[src/rtl/core/hcp_pkg.sv]
// ----------------------------------------------------------------------------
// hcp_pkg
// Types and constants for the heat-map colormap painter: beat payloads,
// register indexes and pixel color classes.
// ----------------------------------------------------------------------------
`default_nettype none

package hcp_pkg;

   typedef struct packed {
      logic        mode;
      logic        start_of_pass;
      logic [15:0] sample;
   } req_payload_type;

   typedef struct packed {
      logic        write_enable;
      logic [19:0] pixel_address;
      logic [7:0]  red;
      logic [7:0]  green;
      logic [7:0]  blue;
      logic        end_of_pass;
   } rsp_payload_type;

   localparam int CSR_INDEX_BITS = 3;
   localparam int CSR_DATA_BITS  = 16;

   localparam logic [CSR_INDEX_BITS-1:0] CSR_GRAYSCALE_MODE = 3'd0;
   localparam logic [CSR_INDEX_BITS-1:0] CSR_USE_FIXED_MAX  = 3'd1;
   localparam logic [CSR_INDEX_BITS-1:0] CSR_FIXED_MAX      = 3'd2;
   localparam logic [CSR_INDEX_BITS-1:0] CSR_DATA_WIDTH     = 3'd3;
   localparam logic [CSR_INDEX_BITS-1:0] CSR_DATA_HEIGHT    = 3'd4;
   localparam logic [CSR_INDEX_BITS-1:0] CSR_X_OFFSET       = 3'd5;
   localparam logic [CSR_INDEX_BITS-1:0] CSR_Y_OFFSET       = 3'd6;

   localparam logic        MODE_MEASURE = 1'b0;
   localparam logic [10:0] GRID_MAX     = 11'd1024;

   // pixel color classes
   localparam logic [2:0] CLS_BLANK = 3'd0;
   localparam logic [2:0] CLS_FLAT  = 3'd1;
   localparam logic [2:0] CLS_GRAY  = 3'd2;
   localparam logic [2:0] CLS_WHITE = 3'd3;
   localparam logic [2:0] CLS_SEG0  = 3'd4;
   localparam logic [2:0] CLS_SEG1  = 3'd5;
   localparam logic [2:0] CLS_SEG2  = 3'd6;
   localparam logic [2:0] CLS_SEG3  = 3'd7;

   localparam logic [7:0] CHAN_FULL = 8'd255;
   localparam logic [7:0] CHAN_MID  = 8'd127;
   localparam logic [7:0] CHAN_ZERO = 8'd0;

   localparam int DIV_BITS = 28;
   localparam int Q_BITS   = 8;

endpackage

`default_nettype wire

[src/rtl/core/heatmap_colormap_painter.sv]
// Each accepted request beat steps through the prepare, divide and done states
// before its response beat is registered; no new item is taken until then. The
// shared shift-subtract divider forms the 8 quotient bits of each pixel in turn.
// Request stall is high while an item is in flight or a result cannot be placed.
// Reset (synchronous, active high) clears counters, running max, registers
// to their defaults and drops any pending response.
// ----------------------------------------------------------------------------
// heatmap_colormap_painter
// Measures the maximum of a sample grid, then paints each sample as a
// grayscale or five-color ramp pixel write into a framebuffer.
// ----------------------------------------------------------------------------
`default_nettype none

module heatmap_colormap_painter
   import hcp_pkg::*;
#(
   parameter int FRAME_WIDTH  = 1024,
   parameter int FRAME_HEIGHT = 1024,
   parameter int SAMPLE_BITS  = 16
) (
   input  wire logic                      clock,
   input  wire logic                      reset,
   input  wire logic                      req_valid,
   output      logic                      req_stall,
   input  wire req_payload_type           req_data,
   output      logic                      rsp_valid,
   input  wire logic                      rsp_stall,
   output      rsp_payload_type           rsp_data,
   input  wire logic                      csr_write_enable,
   input  wire logic [CSR_INDEX_BITS-1:0] csr_index,
   input  wire logic [CSR_DATA_BITS-1:0]  csr_wdata
);

   localparam int          SB    = (SAMPLE_BITS < 16) ? SAMPLE_BITS : 16;
   localparam logic [15:0] SMASK = 16'((33'd1 << SB) - 33'd1);

   localparam logic [1:0] ST_IDLE = 2'd0;
   localparam logic [1:0] ST_PREP = 2'd1;
   localparam logic [1:0] ST_DIV  = 2'd2;
   localparam logic [1:0] ST_DONE = 2'd3;

   // configuration
   logic        gray_ff;
   logic        use_fixed_ff;
   logic [15:0] fixed_max_ff;
   logic [10:0] data_width_ff;
   logic [10:0] data_height_ff;
   logic [9:0]  x_offset_ff;
   logic [9:0]  y_offset_ff;

   // pass state
   logic [15:0] running_max_ff, running_max_in;
   logic [9:0]  col_count_ff, col_count_in;
   logic [9:0]  row_count_ff, row_count_in;

   // sequencer
   logic [1:0]  state_ff, state_in;
   logic [2:0]  div_cnt_ff, div_cnt_in;

   // captured item
   logic        mode_ff;
   logic        eop_ff;
   logic [15:0] s_ff;
   logic [15:0] m_ff;
   logic [9:0]  pos_col_ff;
   logic [9:0]  pos_row_ff;

   // divider and pixel
   logic [DIV_BITS-1:0] rem_ff, rem_in;
   logic [DIV_BITS-1:0] dvs_ff, dvs_in;
   logic [Q_BITS-1:0]   q_ff, q_in;
   logic [2:0]          cls_ff, cls_in;
   logic [19:0]         addr_ff, addr_in;

   logic                rsp_valid_ff;
   rsp_payload_type     rsp_data_ff, rsp_data_in;

   logic        accept;
   logic        out_free;
   logic [10:0] grid_w, grid_h;
   logic [15:0] smp, rmax0, m_sel, s_sat;
   logic [9:0]  col0, row0;
   logic [10:0] col_inc, row_inc;
   logic        eop0;
   logic [10:0] fx, fy;
   logic        in_frame;
   logic [23:0] addr_full;
   logic [17:0] s4, m1, m3;
   logic [17:0] s2;
   logic [25:0] s255, s1020, m510, num;
   logic [DIV_BITS-1:0] sub;
   logic        ge;

   assign grid_w = (data_width_ff == 11'd0) ? 11'd1 :
                   (data_width_ff > GRID_MAX) ? GRID_MAX : data_width_ff;
   assign grid_h = (data_height_ff == 11'd0) ? 11'd1 :
                   (data_height_ff > GRID_MAX) ? GRID_MAX : data_height_ff;

   assign req_stall = (state_ff != ST_IDLE);
   assign accept    = req_valid && !req_stall;
   assign out_free  = !rsp_valid_ff || !rsp_stall;

   // configuration writes
   always_ff @(posedge clock) begin
      if (reset) begin
         gray_ff        <= 1'b0;
         use_fixed_ff   <= 1'b0;
         fixed_max_ff   <= 16'hFFFF;
         data_width_ff  <= GRID_MAX;
         data_height_ff <= GRID_MAX;
         x_offset_ff    <= 10'd0;
         y_offset_ff    <= 10'd0;
      end else if (csr_write_enable) begin
         unique case (csr_index)
            CSR_GRAYSCALE_MODE: gray_ff        <= csr_wdata[0];
            CSR_USE_FIXED_MAX:  use_fixed_ff   <= csr_wdata[0];
            CSR_FIXED_MAX:      fixed_max_ff   <= csr_wdata;
            CSR_DATA_WIDTH:     data_width_ff  <= csr_wdata[10:0];
            CSR_DATA_HEIGHT:    data_height_ff <= csr_wdata[10:0];
            CSR_X_OFFSET:       x_offset_ff    <= csr_wdata[9:0];
            CSR_Y_OFFSET:       y_offset_ff    <= csr_wdata[9:0];
            default: ;
         endcase
      end
   end

   // accept: position, running max and saturation
   always_comb begin
      smp   = req_data.sample & SMASK;
      col0  = req_data.start_of_pass ? 10'd0 : col_count_ff;
      row0  = req_data.start_of_pass ? 10'd0 : row_count_ff;
      rmax0 = (req_data.start_of_pass && req_data.mode == MODE_MEASURE) ?
              16'd0 : running_max_ff;
      m_sel = use_fixed_ff ? fixed_max_ff : rmax0;
      s_sat = (smp > m_sel) ? m_sel : smp;
      col_inc = {1'b0, col0} + 11'd1;
      row_inc = {1'b0, row0} + 11'd1;
      eop0  = (row_inc >= grid_h) && (col_inc >= grid_w);

      running_max_in = running_max_ff;
      col_count_in   = col_count_ff;
      row_count_in   = row_count_ff;
      if (accept) begin
         if (req_data.mode == MODE_MEASURE) begin
            running_max_in = (smp > rmax0) ? smp : rmax0;
         end else begin
            running_max_in = rmax0;
         end
         if (row_inc >= grid_h) begin
            row_count_in = 10'd0;
            col_count_in = (col_inc >= grid_w) ? 10'd0 : col_inc[9:0];
         end else begin
            row_count_in = row_inc[9:0];
            col_count_in = col0;
         end
      end
   end

   // pixel setup: frame position, color class, dividend
   always_comb begin
      fx        = {1'b0, pos_col_ff} + {1'b0, x_offset_ff};
      fy        = {1'b0, pos_row_ff} + {1'b0, y_offset_ff};
      in_frame  = ({2'b0, fx} < 13'(FRAME_WIDTH)) && ({2'b0, fy} < 13'(FRAME_HEIGHT));
      addr_full = 24'(fy) * 24'(FRAME_WIDTH) + 24'(fx);
      s4        = {s_ff, 2'b00};
      s2        = {1'b0, s_ff, 1'b0};
      m1        = {2'b00, m_ff};
      m3        = {1'b0, m_ff, 1'b0} + {2'b00, m_ff};
      s255      = {2'b0, s_ff, 8'd0} - {10'd0, s_ff};
      s1020     = {s_ff, 10'd0} - {8'd0, s_ff, 2'b00};
      m510      = {1'b0, m_ff, 9'd0} - {9'd0, m_ff, 1'b0};

      if (mode_ff == MODE_MEASURE || !in_frame) begin
         cls_in = CLS_BLANK;
      end else if (m_ff == 16'd0) begin
         cls_in = CLS_FLAT;
      end else if (gray_ff) begin
         cls_in = CLS_GRAY;
      end else if (s_ff == 16'd0) begin
         cls_in = CLS_WHITE;
      end else if (s4 < m1) begin
         cls_in = CLS_SEG0;
      end else if (s2 < m1) begin
         cls_in = CLS_SEG1;
      end else if (s4 < m3) begin
         cls_in = CLS_SEG2;
      end else begin
         cls_in = CLS_SEG3;
      end

      unique case (cls_in)
         CLS_GRAY: num = s255;
         CLS_SEG0: num = s1020;
         CLS_SEG1: num = m510 - s1020;
         CLS_SEG2: num = s1020 - m510;
         CLS_SEG3: num = {m_ff, 10'd0} - {8'd0, m_ff, 2'b00} - s1020;
         default:  num = 26'd0;
      endcase
      addr_in = (cls_in != CLS_BLANK) ? addr_full[19:0] : 20'd0;
   end

   // shared shift-subtract step
   assign sub = rem_ff - dvs_ff;
   assign ge  = (rem_ff >= dvs_ff);

   always_comb begin
      state_in    = state_ff;
      div_cnt_in  = div_cnt_ff;
      rem_in      = rem_ff;
      dvs_in      = dvs_ff;
      q_in        = q_ff;
      rsp_data_in = rsp_data_ff;
      unique case (state_ff)
         ST_IDLE: begin
            if (accept) begin
               state_in = ST_PREP;
            end
         end
         ST_PREP: begin
            rem_in     = {1'b0, num, 1'b0} + DIV_BITS'(m_ff);
            dvs_in     = DIV_BITS'({m_ff, 1'b0}) << (Q_BITS - 1);
            div_cnt_in = 3'(Q_BITS - 1);
            state_in   = ST_DIV;
         end
         ST_DIV: begin
            if (ge) begin
               rem_in = sub;
            end
            q_in       = {q_ff[Q_BITS-2:0], ge};
            dvs_in     = dvs_ff >> 1;
            div_cnt_in = div_cnt_ff - 3'd1;
            if (div_cnt_ff == 3'd0) begin
               state_in = ST_DONE;
            end
         end
         ST_DONE: begin
            if (out_free) begin
               state_in = ST_IDLE;
            end
         end
         default: state_in = ST_IDLE;
      endcase

      rsp_data_in.write_enable  = (cls_ff != CLS_BLANK);
      rsp_data_in.pixel_address = addr_ff;
      rsp_data_in.end_of_pass   = eop_ff;
      unique case (cls_ff)
         CLS_BLANK: begin
            rsp_data_in.red   = CHAN_ZERO;
            rsp_data_in.green = CHAN_ZERO;
            rsp_data_in.blue  = CHAN_ZERO;
         end
         CLS_FLAT: begin
            rsp_data_in.red   = CHAN_MID;
            rsp_data_in.green = CHAN_MID;
            rsp_data_in.blue  = CHAN_MID;
         end
         CLS_GRAY: begin
            rsp_data_in.red   = q_ff;
            rsp_data_in.green = q_ff;
            rsp_data_in.blue  = q_ff;
         end
         CLS_WHITE: begin
            rsp_data_in.red   = CHAN_FULL;
            rsp_data_in.green = CHAN_FULL;
            rsp_data_in.blue  = CHAN_FULL;
         end
         CLS_SEG0: begin
            rsp_data_in.red   = CHAN_ZERO;
            rsp_data_in.green = q_ff;
            rsp_data_in.blue  = CHAN_FULL;
         end
         CLS_SEG1: begin
            rsp_data_in.red   = CHAN_ZERO;
            rsp_data_in.green = CHAN_FULL;
            rsp_data_in.blue  = q_ff;
         end
         CLS_SEG2: begin
            rsp_data_in.red   = q_ff;
            rsp_data_in.green = CHAN_FULL;
            rsp_data_in.blue  = CHAN_ZERO;
         end
         default: begin
            rsp_data_in.red   = CHAN_FULL;
            rsp_data_in.green = q_ff;
            rsp_data_in.blue  = CHAN_ZERO;
         end
      endcase
   end

   // control registers
   always_ff @(posedge clock) begin
      if (reset) begin
         state_ff       <= ST_IDLE;
         div_cnt_ff     <= 3'd0;
         running_max_ff <= 16'd0;
         col_count_ff   <= 10'd0;
         row_count_ff   <= 10'd0;
         rsp_valid_ff   <= 1'b0;
      end else begin
         state_ff       <= state_in;
         div_cnt_ff     <= div_cnt_in;
         running_max_ff <= running_max_in;
         col_count_ff   <= col_count_in;
         row_count_ff   <= row_count_in;
         if (state_ff == ST_DONE && out_free) begin
            rsp_valid_ff <= 1'b1;
         end else if (!rsp_stall) begin
            rsp_valid_ff <= 1'b0;
         end
      end
   end

   // payload registers
   always_ff @(posedge clock) begin
      if (accept) begin
         mode_ff    <= req_data.mode;
         eop_ff     <= eop0;
         s_ff       <= s_sat;
         m_ff       <= m_sel;
         pos_col_ff <= col0;
         pos_row_ff <= row0;
      end
      if (state_ff == ST_PREP) begin
         cls_ff  <= cls_in;
         addr_ff <= addr_in;
      end
      rem_ff <= rem_in;
      dvs_ff <= dvs_in;
      q_ff   <= q_in;
      if (state_ff == ST_DONE && out_free) begin
         rsp_data_ff <= rsp_data_in;
      end
   end

   assign rsp_valid = rsp_valid_ff;
   assign rsp_data  = rsp_data_ff;

`ifndef SYNTH
   a_rsp_from_done: assert property (@(posedge clock) disable iff (reset)
      $rose(rsp_valid_ff) |-> $past(state_ff == ST_DONE))
      else $error("response raised outside the done step");

   a_div_ends: assert property (@(posedge clock) disable iff (reset)
      (state_ff == ST_DIV && div_cnt_ff == 3'd0) |=> (state_ff == ST_DONE))
      else $error("divider did not finish after its last step");

   a_rem_bound: assert property (@(posedge clock) disable iff (reset)
      (state_ff == ST_DONE && m_ff != 16'd0 && cls_ff != CLS_BLANK)
      |-> (rem_ff < DIV_BITS'({m_ff, 1'b0})))
      else $error("division remainder not below divisor");

   a_blank_zero: assert property (@(posedge clock) disable iff (reset)
      (rsp_valid_ff && !rsp_data_ff.write_enable) |->
      (rsp_data_ff.pixel_address == 20'd0 && rsp_data_ff.red == CHAN_ZERO &&
       rsp_data_ff.green == CHAN_ZERO && rsp_data_ff.blue == CHAN_ZERO))
      else $error("suppressed write carries nonzero fields");

   a_busy_no_accept: assert property (@(posedge clock) disable iff (reset)
      (state_ff == ST_DIV) |-> !accept)
      else $error("request beat taken while dividing");
`endif

endmodule

`default_nettype wire

[config.mk]
export PLATFORM = sky130hd
export DESIGN_NAME = heatmap_colormap_painter
export DESIGN_NICKNAME = d
export VERILOG_FILES = /design/src/rtl/core/hcp_pkg.sv /design/src/rtl/core/heatmap_colormap_painter.sv
export SDC_FILE = /design/constraint.sdc
export NUM_CORES = 1
export LEC_CHECK = 0
export ABC_AREA = 1
export BUFFER_PORTS_ARGS = -buffer_cell sky130_fd_sc_hd__buf_2
export CORE_MARGIN = 8
export CORE_UTILIZATION = 25
export DETAILED_ROUTE_END_ITERATION = 8
export PLACE_DENSITY = 0.46
export SYNTH_ARGS = -nofsm -noshare
export SYNTH_HDL_FRONTEND = slang
export SYNTH_SLANG_ARGS = --single-unit
[constraint.sdc]
create_clock -name clock -period 7.6 [get_ports clock]
set_input_delay 1.52 -clock clock [delete_from_list [all_inputs] [get_ports clock]]
set_output_delay 1.52 -clock clock [all_outputs]
set_load 0.1 [all_outputs]
==> impl_metrics.py <==
metrics = {
    "outcome": {
        "run_status": "complete, no violations",
    },
    "floorplanning": {
        "die-height_um": 328,
        "start_util": 0.252,
        "die_area_mm2": 0.107,
        "ioPinCount": 90,
        "floorplan.rows": 114,
        "design.core.area_mm2": 0.0966,
        "die_w_um": 328,
    },
    "clock_tree": {
        "clock-root-buffer": "clkbuf_16",
        "clock_sinks": 285,
        "clock_buffers_created_by_tritoncts": 30,
        "cts_htree_levels": 1,
        "cts-root-to-sink-buffers": 3,
        "cts_tree": "done",
        "clk_pin_slew_worst_paths_ps": 70,
        "clk_latency_ps": 580,
    },
    "setup_path": {
        "required_ps": 7920,
        "critPathMaxFanout": 11,
        "cpMaxStageDelayCell": "edfxtp_1",
        "worst-setup-path-type": "reg2reg",
        "worstSetupPathDepth": 42,
        "worst_setup_path_end_kind": "flip-flop",
        "timing.critical_path.from_type": "flip-flop",
        "critPathMaxStageDelay_ps": 500,
        "bufs_and_invs_on_worst_path": 4,
        "timing.rr.start": "m_ff[1]$_DFFE_PP_",
        "cpLargestDelayFamily": "compound AO/OA/AOI/OAI gates",
        "cp_data_arrival_time_ps": 7320,
        "critical_path.startpoint": "m_ff[1]$_DFFE_PP_",
        "worst_r2r_path_depth": 42,
        "path_common_cell": "a21oi_1",
    },
    "finish": {
        "antennaDiodeCount": 0,
        "finish.instance_area_mm2": 0.0278,
        "synthToLayoutAreaGrowth_pct": 14.3,
        "final_nets": 3779,
        "layout_common_cells": "646 x nand2_1, 456 x inv_1, 357 x nor2_1",
        "post_route_cells_drive_above_1_share": 0.0798,
        "final_common_cell": "nand2_1",
    },
    "global_route": {
        "grt_pass1_wl_um": 135000,
        "antenna_found_initial": 3,
        "grt_util_all_layers": 0.160,
        "grt_start_max_net_pins": 61,
        "grt_overflow_total": 0,
        "vias_in_the_first_global_route": 21300,
    },
    "sta": {
        "timing.final.crit_period_ps": 7010,
        "slew_headroom": 0.277,
        "unrepaired_setup_endpoints_after_global_routing": "false",
        "skew_ps": 20.6,
        "slew_violations": 0,
        "timing.final.setup_violations": 0,
        "final_min_period_over_clock_period": 0.922,
        "worstMarginPinSlew_ps": 1080,
        "hold_violations": 0,
        "final.setup.tns_ps": 0,
        "fmax_mhz": 143,
    },
    "routing": {
        "wirelength_um": 89500,
        "routed_vias_inst": 4.74,
        "remaining_drc_errors": 0,
        "drt_pre_antenna_iters": 8,
        "vias": 22400,
        "route.detailed.wl_per_inst_um": 19.0,
        "drt_iter0_markers": 1721,
        "drtAntennaViolNets": 0,
    },
    "hold_path": {
        "hold_path.startpoint": "addr_ff[19]$_SDFFCE_PN0P_",
        "whs_path_depth": 0,
        "class_of_the_most_critical_hold_timing_path": "reg2reg",
    },
    "place": {
        "gp_congestion": 0.926,
        "place.port_buffers": 89,
        "post_place_cell_area_mm2": 0.0266,
        "post-dp-hpwl_um": 72500,
    },
    "logic_synthesis": {
        "ys.warnings.count": 0,
        "synthArstFlopShare": 0,
        "synth.net_count": 3656,
        "total_standard_cell_area_after_synthesis_mm2": 0.0243,
        "ys_ff_latch": 285,
        "synth-edff-count": 183,
        "post_synth.cell_area_avg_um2": 7.37,
        "synth_ff_type": "edfxtp_1",
        "synth_seq_area_share": 0.310,
        "syn_inst": 3299,
        "synth.lib_cells_used.distinct": 51,
    },
    "flow_run": {
        "maxCapViolCount": 0,
    },
}
Yosys cell counts (all sizes together), types with 30 or more instances:
cell    count  area, um^2
edfxtp    183        5500
o21ai     244        1220
o211ai     30         225
nand2     654        2470
nand3     146         778
dfxtp     102        2040
nand4      59         369
xnor2      33         289
xor2       96         841
inv       473        1780
clkbuf     62         233
ha        301        3770
nor2      363        1400
a21oi     319        1600
nor3       46         263
kinds of logic (layout without fill, tap and decap cells):
family                   count (synthesis)  count (layout)  share of synthesized area
AO/OA/AOI/OAI                          718             718                      0.164
XOR/XNOR                               129             129                     0.0465
adder cells (fa/ha/maj)                315             315                      0.167
buffers and inverters                  545             691                     0.0851
flip-flops                             285             285                      0.310
multiplexers                             1               1                   0.000463
AND/OR/NAND/NOR                       1306            1306                      0.227
flip-flops by register name, indices dropped and copies added, names as in the netlist, 2 cells and up:
register        flops
s_ff               16
state_ff            2
addr_ff            20
x_offset_ff        10
fixed_max_ff       16
row_count_ff       10
cls_ff              3
col_count_ff       10
dvs_ff             24
y_offset_ff        10
pos_col_ff         10
running_max_ff     16
q_ff                8
rem_ff             28
data_height_ff     11
m_ff               16
data_width_ff      11
rsp_data           46
div_cnt_ff          3
pos_row_ff         10
through the flow:
| step | setup WS, ps | instances | utilization | hold WS [ps] |
|---|---|---|---|---|
| finish | 595 | 4721 | 0.288 | 418 |
| global route | 11.2 | 4721 | 0.288 | 429 |
| CTS | 123 | 4718 | 0.287 | 420 |
| detailed placement | 163 | 4663 | 0.275 | 405 |
| global placement | 214 | 4663 | 0.275 | 402 |
| floorplan | 896 | 3299 | - | 400 |
cell type report:
type	count	area, um^2
flip-flops and latches	285	7540
fillers	10500	68800
inverters	477	1790
multi-input cells	2469	14800
well taps	1276	1600
clock buffers	37	830
repair buffers	159	971
clock inverters	18	274
worst reg2reg max path: cells and delay by family (launching register included):
kind	cells	cell delay, ps
AOI/OAI and AO/OA	17	2650
xor gates and xnor gates	1	140
adders and majority gates	4	1370
buffers and inverters	4	480
DFF	1	500
and+or+nand+nor	16	1620
per-layer routing:
metal	up-vias	wire, um	share of wire	global-route usage
li1	11400	-	-	-
met1	10400	44100	0.49	0.232
met2	514	39300	0.44	0.258
met3	92	4050	0.045	0.0160
met4	0	2020	0.023	0.0299
met5	-	0	0	0
what timing repair did:
action                                  CTS  global route
endpoints found under the setup margin    0            16
resized for setup                         0            21
hold buffers                              0             0
buffers inserted                          0             3
path summary, 6_finish.rpt:
path | endpoint | slack, ps
max | rem_ff[20]$_DFFE_PP_ | 590
min | rsp_data[44]$_DFFE_PP_ | 420
max reg2reg | rem_ff[20]$_DFFE_PP_ | 590
min reg2reg | rsp_data[44]$_DFFE_PP_ | 420
Power is left out: the tool's default activity adds up to more than one toggle a clock period on the data nets, which glitch-free logic cannot reach.
